### src/rtl/vpcu_pkg.sv
// Shared types, register indexes, reset values and direction helpers for the
// ViBe pixel classify and update block. Used by the controller, datapath and top.
`timescale 1ns / 1ps
`default_nettype none

package vpcu_pkg;

    // Configuration register indexes.
    localparam logic [2:0] REG_MATCH_RADIUS   = 3'd0;
    localparam logic [2:0] REG_MIN_MATCHES    = 3'd1;
    localparam logic [2:0] REG_SUBSAMPLE_LOG2 = 3'd2;
    localparam logic [2:0] REG_FRAME_WIDTH    = 3'd3;
    localparam logic [2:0] REG_FRAME_HEIGHT   = 3'd4;
    localparam logic [2:0] REG_BG_VALUE       = 3'd5;
    localparam logic [2:0] REG_FG_VALUE       = 3'd6;

    // Register reset values.
    localparam logic [7:0] RST_MATCH_RADIUS   = 8'd20;
    localparam logic [4:0] RST_MIN_MATCHES    = 5'd2;
    localparam logic [3:0] RST_SUBSAMPLE_LOG2 = 4'd4;
    localparam logic [7:0] RST_FRAME_WIDTH    = 8'd128;
    localparam logic [7:0] RST_FRAME_HEIGHT   = 8'd128;
    localparam logic [7:0] RST_BG_VALUE       = 8'd0;
    localparam logic [7:0] RST_FG_VALUE       = 8'd255;

    // Neighbour direction codes, clockwise from upper left.
    localparam logic [2:0] DIR_UP_LEFT    = 3'd0;
    localparam logic [2:0] DIR_UP         = 3'd1;
    localparam logic [2:0] DIR_UP_RIGHT   = 3'd2;
    localparam logic [2:0] DIR_RIGHT      = 3'd3;
    localparam logic [2:0] DIR_DOWN_RIGHT = 3'd4;
    localparam logic [2:0] DIR_DOWN       = 3'd5;
    localparam logic [2:0] DIR_DOWN_LEFT  = 3'd6;
    localparam logic [2:0] DIR_LEFT       = 3'd7;

    // Controller states.
    typedef enum logic [2:0] {
        S_IDLE,
        S_LOAD,
        S_READ,
        S_COUNT,
        S_DECIDE,
        S_NBR,
        S_EMIT
    } t_state;

    // Step of one neighbour coordinate.
    typedef enum logic [1:0] {
        MV_STAY,
        MV_DEC,
        MV_INC
    } t_move;

    // Commands from the controller to the datapath.
    typedef struct packed {
        logic latch;
        logic load_wr;
        logic read;
        logic count;
        logic self_wr;
        logic nbr_wr;
        logic emit;
    } t_cmd;

    // Status from the datapath to the controller.
    typedef struct packed {
        logic in_load;
        logic is_bg;
        logic self_hit;
        logic nbr_hit;
        logic out_busy;
    } t_status;

    // Column step for a neighbour direction.
    function automatic t_move dir_dx(logic [2:0] dir);
        t_move m;
        case (dir)
            DIR_UP_LEFT, DIR_DOWN_LEFT, DIR_LEFT:     m = MV_DEC;
            DIR_UP_RIGHT, DIR_RIGHT, DIR_DOWN_RIGHT:  m = MV_INC;
            default:                                  m = MV_STAY;
        endcase
        return m;
    endfunction

    // Row step for a neighbour direction.
    function automatic t_move dir_dy(logic [2:0] dir);
        t_move m;
        case (dir)
            DIR_UP_LEFT, DIR_UP, DIR_UP_RIGHT:        m = MV_DEC;
            DIR_DOWN_RIGHT, DIR_DOWN, DIR_DOWN_LEFT:  m = MV_INC;
            default:                                  m = MV_STAY;
        endcase
        return m;
    endfunction

    // Steps a coordinate that is already inside [0, lim-1] and keeps it there.
    function automatic logic [6:0] move_coord(logic [6:0] c, t_move m, logic [7:0] lim);
        logic [6:0] r;
        case (m)
            MV_DEC:  r = (c == 7'd0) ? c : c - 7'd1;
            MV_INC:  r = ({1'b0, c} == lim - 8'd1) ? c : c + 7'd1;
            default: r = c;
        endcase
        return r;
    endfunction

endpackage

`default_nettype wire

### src/rtl/vpcu_ctrl.sv
// Controller state machine of the ViBe pixel block: sequences read, count,
// decision, sample writes and result hand-off. Depends on vpcu_pkg.
`timescale 1ns / 1ps
`default_nettype none

module vpcu_ctrl (
    input  wire logic             i_clk,
    input  wire logic             i_rst_n,
    input  wire logic             i_in_valid,
    output logic                  o_in_ready,
    input  wire vpcu_pkg::t_status i_status,
    output vpcu_pkg::t_cmd        o_cmd
);

    vpcu_pkg::t_state r_state;
    vpcu_pkg::t_state n_state;

    // State register.
    always_ff @(posedge i_clk) begin
        if (!i_rst_n) begin
            r_state <= vpcu_pkg::S_IDLE;
        end else begin
            r_state <= n_state;
        end
    end

    // Next state and commands.
    always_comb begin
        n_state    = r_state;
        o_cmd      = '0;
        o_in_ready = 1'b0;
        case (r_state)
            vpcu_pkg::S_IDLE: begin
                // No word is taken while reset is held.
                o_in_ready = i_rst_n;
                if (i_in_valid) begin
                    o_cmd.latch = 1'b1;
                    n_state = i_status.in_load ? vpcu_pkg::S_LOAD : vpcu_pkg::S_READ;
                end
            end
            vpcu_pkg::S_LOAD: begin
                o_cmd.load_wr = 1'b1;
                n_state = vpcu_pkg::S_EMIT;
            end
            vpcu_pkg::S_READ: begin
                o_cmd.read = 1'b1;
                n_state = vpcu_pkg::S_COUNT;
            end
            vpcu_pkg::S_COUNT: begin
                o_cmd.count = 1'b1;
                n_state = vpcu_pkg::S_DECIDE;
            end
            vpcu_pkg::S_DECIDE: begin
                o_cmd.self_wr = i_status.is_bg && i_status.self_hit;
                n_state = (i_status.is_bg && i_status.nbr_hit) ? vpcu_pkg::S_NBR
                                                               : vpcu_pkg::S_EMIT;
            end
            vpcu_pkg::S_NBR: begin
                o_cmd.nbr_wr = 1'b1;
                n_state = vpcu_pkg::S_EMIT;
            end
            vpcu_pkg::S_EMIT: begin
                // Hand the result over once the output register is free.
                if (!i_status.out_busy) begin
                    o_cmd.emit = 1'b1;
                    n_state = vpcu_pkg::S_IDLE;
                end
            end
            default: begin
                n_state = vpcu_pkg::S_IDLE;
            end
        endcase
    end

endmodule

`default_nettype wire

### config.mk
export PLATFORM = sky130hd
export DESIGN_NAME = vpcu_ctrl
export DESIGN_NICKNAME = d
export VERILOG_FILES = /design/src/rtl/vpcu_pkg.sv /design/src/rtl/vpcu_ctrl.sv
export SDC_FILE = /design/constraint.sdc
export NUM_CORES = 1
export LEC_CHECK = 0
export BUFFER_PORTS_ARGS = -buffer_cell sky130_fd_sc_hd__buf_2
export CAP_MARGIN = 20
export CORE_AREA = 2 2 39 41
export DETAILED_ROUTE_END_ITERATION = 8
export DIE_AREA = 0 0 41 43
export PLACE_DENSITY = 0.45
export RECOVER_POWER = 100
export SETUP_SLACK_MARGIN = 0.2
export SYNTH_ARGS = -nofsm -noshare
export SYNTH_HDL_FRONTEND = slang
export SYNTH_SLANG_ARGS = --single-unit
### constraint.sdc
create_clock -name i_clk -period 0.86 [get_ports i_clk]
set_input_delay 0 -clock i_clk [delete_from_list [all_inputs] [get_ports i_clk]]
set_output_delay 0 -clock i_clk [all_outputs]
set_load 0.02 [all_outputs]
==> flow_summary_export.csv <==
group,metric,value,unit
outcome,status,"finished, violations left",
outcome,violations,"setup timing",
worst_setup_path,cp.required,0.86,ns
synthesis,synth-main-ff-cell,"dfxtp_1",
routing,vias,342,
finish,largest_reg_flops,3,
synthesis,ys_warn_count,0,
routing,drt-initial-drc-count,3,
worst_setup_path,rr_worst_depth,3,
worst_setup_path,worst-r2r-setup-slack,-0.10,ns
routing,wl,807,um
synthesis,synth_top_family_by_area,"simple AND/OR/NAND/NOR gates",
worst_setup_path,cp_max_fo,5,
min_path,worstHoldStart,"i_status[0]",
worst_setup_path,cp_slowest_stage_delay,0.39,ns
global_route,overflow,0,
floorplanning,core_area,0.001384,mm2
timing,setup_viol_count_final,10,
clock_network,cts-root-buf,"clkbuf_4",
timing,slew_headroom,0.8875,
worst_setup_path,r2r_end,"r_state[1]$_SDFFE_PN0P_",
clock_network,clock_path_buffers,2,
power,power_density,2285,mW/mm2
synthesis,synth_compound_gate_area_share,0.1618,
timing,worst_pin_slew,0.1682,ns
clock_network,cts_max_level,1,
placed_design,pre_cts_slack,-0.1826,ns
synthesis,synthMuxAreaShare,0,
synthesis,synth_seq_cells,3,
global_route,grtUsageTotal,0.1145,
synthesis,synth_simple_gate_area_share,0.4853,
timing,hold_violations,0,
timing,maxSlewViolCount,0,
routing,drc,0,
floorplanning,die_w,41,um
timing,fmax,0.9190,GHz
power,p_leak,0.2536,nW
synthesis,synth_fa_ha_area_frac,0,
placed_design,place.gp.congestion,0.6826,
synthesis,ys_top_cells_by_area,"dfxtp_1 24%, nor2_1 7.4%, o21ai_0 5.9%",
power,seqPwrFrac,0.219,
min_path,min_to,"r_state[2]$_SDFFE_PN0P_",
timing,finalSetupTns,-1.850,ns
finish,regMostFlops,"r_state",
placed_design,portBuffers,15,
worst_setup_path,cp_cell_sequence,"buf_6 > nand3b_1 > nor2_1 > buf_4",
worst_setup_path,r2r_start,"r_state[1]$_SDFFE_PN0P_",
power,p_total,1.229,mW
synthesis,yosysUniqueCellTypes,21,
clock_network,numCtsBuffers,3,
floorplanning,ios,16,
power,p_int,0.7927,mW
clock_network,clock-sinks,3,
power,power_switching,0.4365,mW
finish,drive_above_1_share,0.6780,
floorplanning,initial_core_util,0.1844,
power,pwr-share-comb,0.574,
synthesis,synth_edf_count,0,
floorplanning,row_count,14,
finish,final_common_cell,"buf_6",
synthesis,synthCells,34,
worst_setup_path,startpoint_type,"flip-flop",
min_path,hold_depth,3,
finish,mostFrequentLayoutCells,"9 x buf_6, 7 x buf_2, 7 x buf_4",
routing,dr.pass1.iters,2,
synthesis,seq_area_frac_synth,0.2353,
power,ir_worst_vdd,671.2,uV
routing,drtAntennaViolNets,0,
timing,timing.final.crit_share,1.265,
synthesis,syn_area,255.2,um2
worst_setup_path,path_class,"reg2out",
floorplanning,die_h,43,um
synthesis,synth_top_area_frac,0.2353,
placed_design,post-dp-hpwl,496.1,um
clock_network,cts.clk_slew.worst_paths,0.03,ns
timing,whs,0.05066,ns
power,switching_share,0.3551,
finish,antennaDiodeCount,0,
timing,skew,0.003335,ns
global_route,grt_max_degree,11,
global_route,antenna_found_initial,0,
timing,layout_min_cycle_time,1.088,ns
timing,rsz0062_at_grt,"true",
floorplanning,dieArea,0.001763,mm2
synthesis,syn_nets,42,
clock_network,insertion_delay,0.24,ns
global_route,grt_pass1_wl,1290,um
synthesis,async_reset_ff_frac,0,
worst_setup_path,cp.arrival,1.09,ns
clock_network,tritoncts,"yes",
finish,final_nets,68,
timing,fin_ws,-0.2281,ns
synthesis,syn_avg_cell_area,7.507,um2
power,pwr-share-clk,0.207,
global_route,grt_pass1_vias,310,
synthesis,yosysTopAreaCell,"dfxtp_1",
min_path,min_path_type,"in2reg",
run,cap_viol_max_count,0,
routing,via_per_inst,4.560,
worst_setup_path,cpMaxStageDelayCell,"dfxtp_4",
synthesis,synth_xor_area_frac,0,
worst_setup_path,end_kind,"primary output",
routing,wire_per_inst,10.76,um
finish,area_growth,110.8,%
finish,top_regs,"r_state: 3 flops",
==> logic make-up (layout without fill, tap and decap cells) <==
kind of cell | Yosys count | in the layout
DFF | 3 | 3
buffers and inverters | 4 | 29
AOI/OAI and AO/OA | 7 | 7
and+or+nand+nor | 20 | 20
==> synthesized netlist by cell type, types with 2 or more instances <==
master,instances
buf_4,2
dfxtp_1,3
nor2_1,5
o21ai_0,3
nand2_1,4
and2_2,2
==> critical path, delay by kind of cell, from the launching register on <==
| family | cells | cell delay (ns) |
|---|---|---|
| buffers and inverters | 2 | 0.27 |
| flip-flops | 1 | 0.39 |
| AND/OR/NAND/NOR | 2 | 0.19 |
==> repair_timing <==
| item | CTS | global route |
|---|---|---|
| hold buffers | 0 | 0 |
| gates resized for setup | 24 | 7 |
| setup endpoints to repair | 11 | 11 |
| setup buffers | 1 | 4 |
| pin swaps | 8 | 7 |
==> power groups by stage <==
| stage | clock network (mW) | logic [mW] | registers, mW |
|---|---|---|---|
| floorplan | 0 | 0.395 | 0.210 |
| global placement | 0 | 0.454 | 0.274 |
| detailed placement | 0 | 0.457 | 0.276 |
| CTS | 0.265 | 0.579 | 0.282 |
| global route | 0.286 | 0.764 | 0.278 |
| finish | 0.255 | 0.705 | 0.270 |
==> per-stage QoR <==
step / utilization / cells / cell area, um2
6_report: 0.3888 / 75 / 538.0
3_5_place_dp: 0.2866 / 66 / 396.6
2_1_floorplan: - / 34 / 292.8
5_1_grt: 0.3888 / 75 / 538.0
4_1_cts: 0.3508 / 71 / 485.5
3_3_place_gp: 0.2866 / 66 / 396.6
==> how the worst max path moves through the flow <==
stage,from,end
finish,r_state[2]$_SDFFE_PN0P_,o_cmd[0]
global route,r_state[2]$_SDFFE_PN0P_,o_cmd[2]
CTS,r_state[2]$_SDFFE_PN0P_,o_cmd[2]
detailed placement,r_state[1]$_SDFFE_PN0P_,r_state[0]$_SDFFE_PN0P_
global placement,r_state[1]$_SDFFE_PN0P_,r_state[0]$_SDFFE_PN0P_
floorplan,r_state[0]$_SDFFE_PN0P_,r_state[1]$_SDFFE_PN0P_
==> per-layer routing <==
metal | track usage | share of wire | up-vias
li1 | - | - | 168
met1 | 0.1383 | 0.43 | 159
met2 | 0.1563 | 0.49 | 12
met3 | 0.03141 | 0.050 | 3
met4 | 0.1000 | 0.027 | 0
met5 | 0 | 0 | -
==> layout make-up <==
class                   instances  area [um2]
fillers                       156       845.8
repair buffers                 24       209.0
multi-input cells              27       207.7
flip-flops and latches          3       71.32
clock buffers                   4       26.28
well taps                      16       20.02
inverters                       1       3.754
No activity file was read; power rests on OpenSTA's default activity.
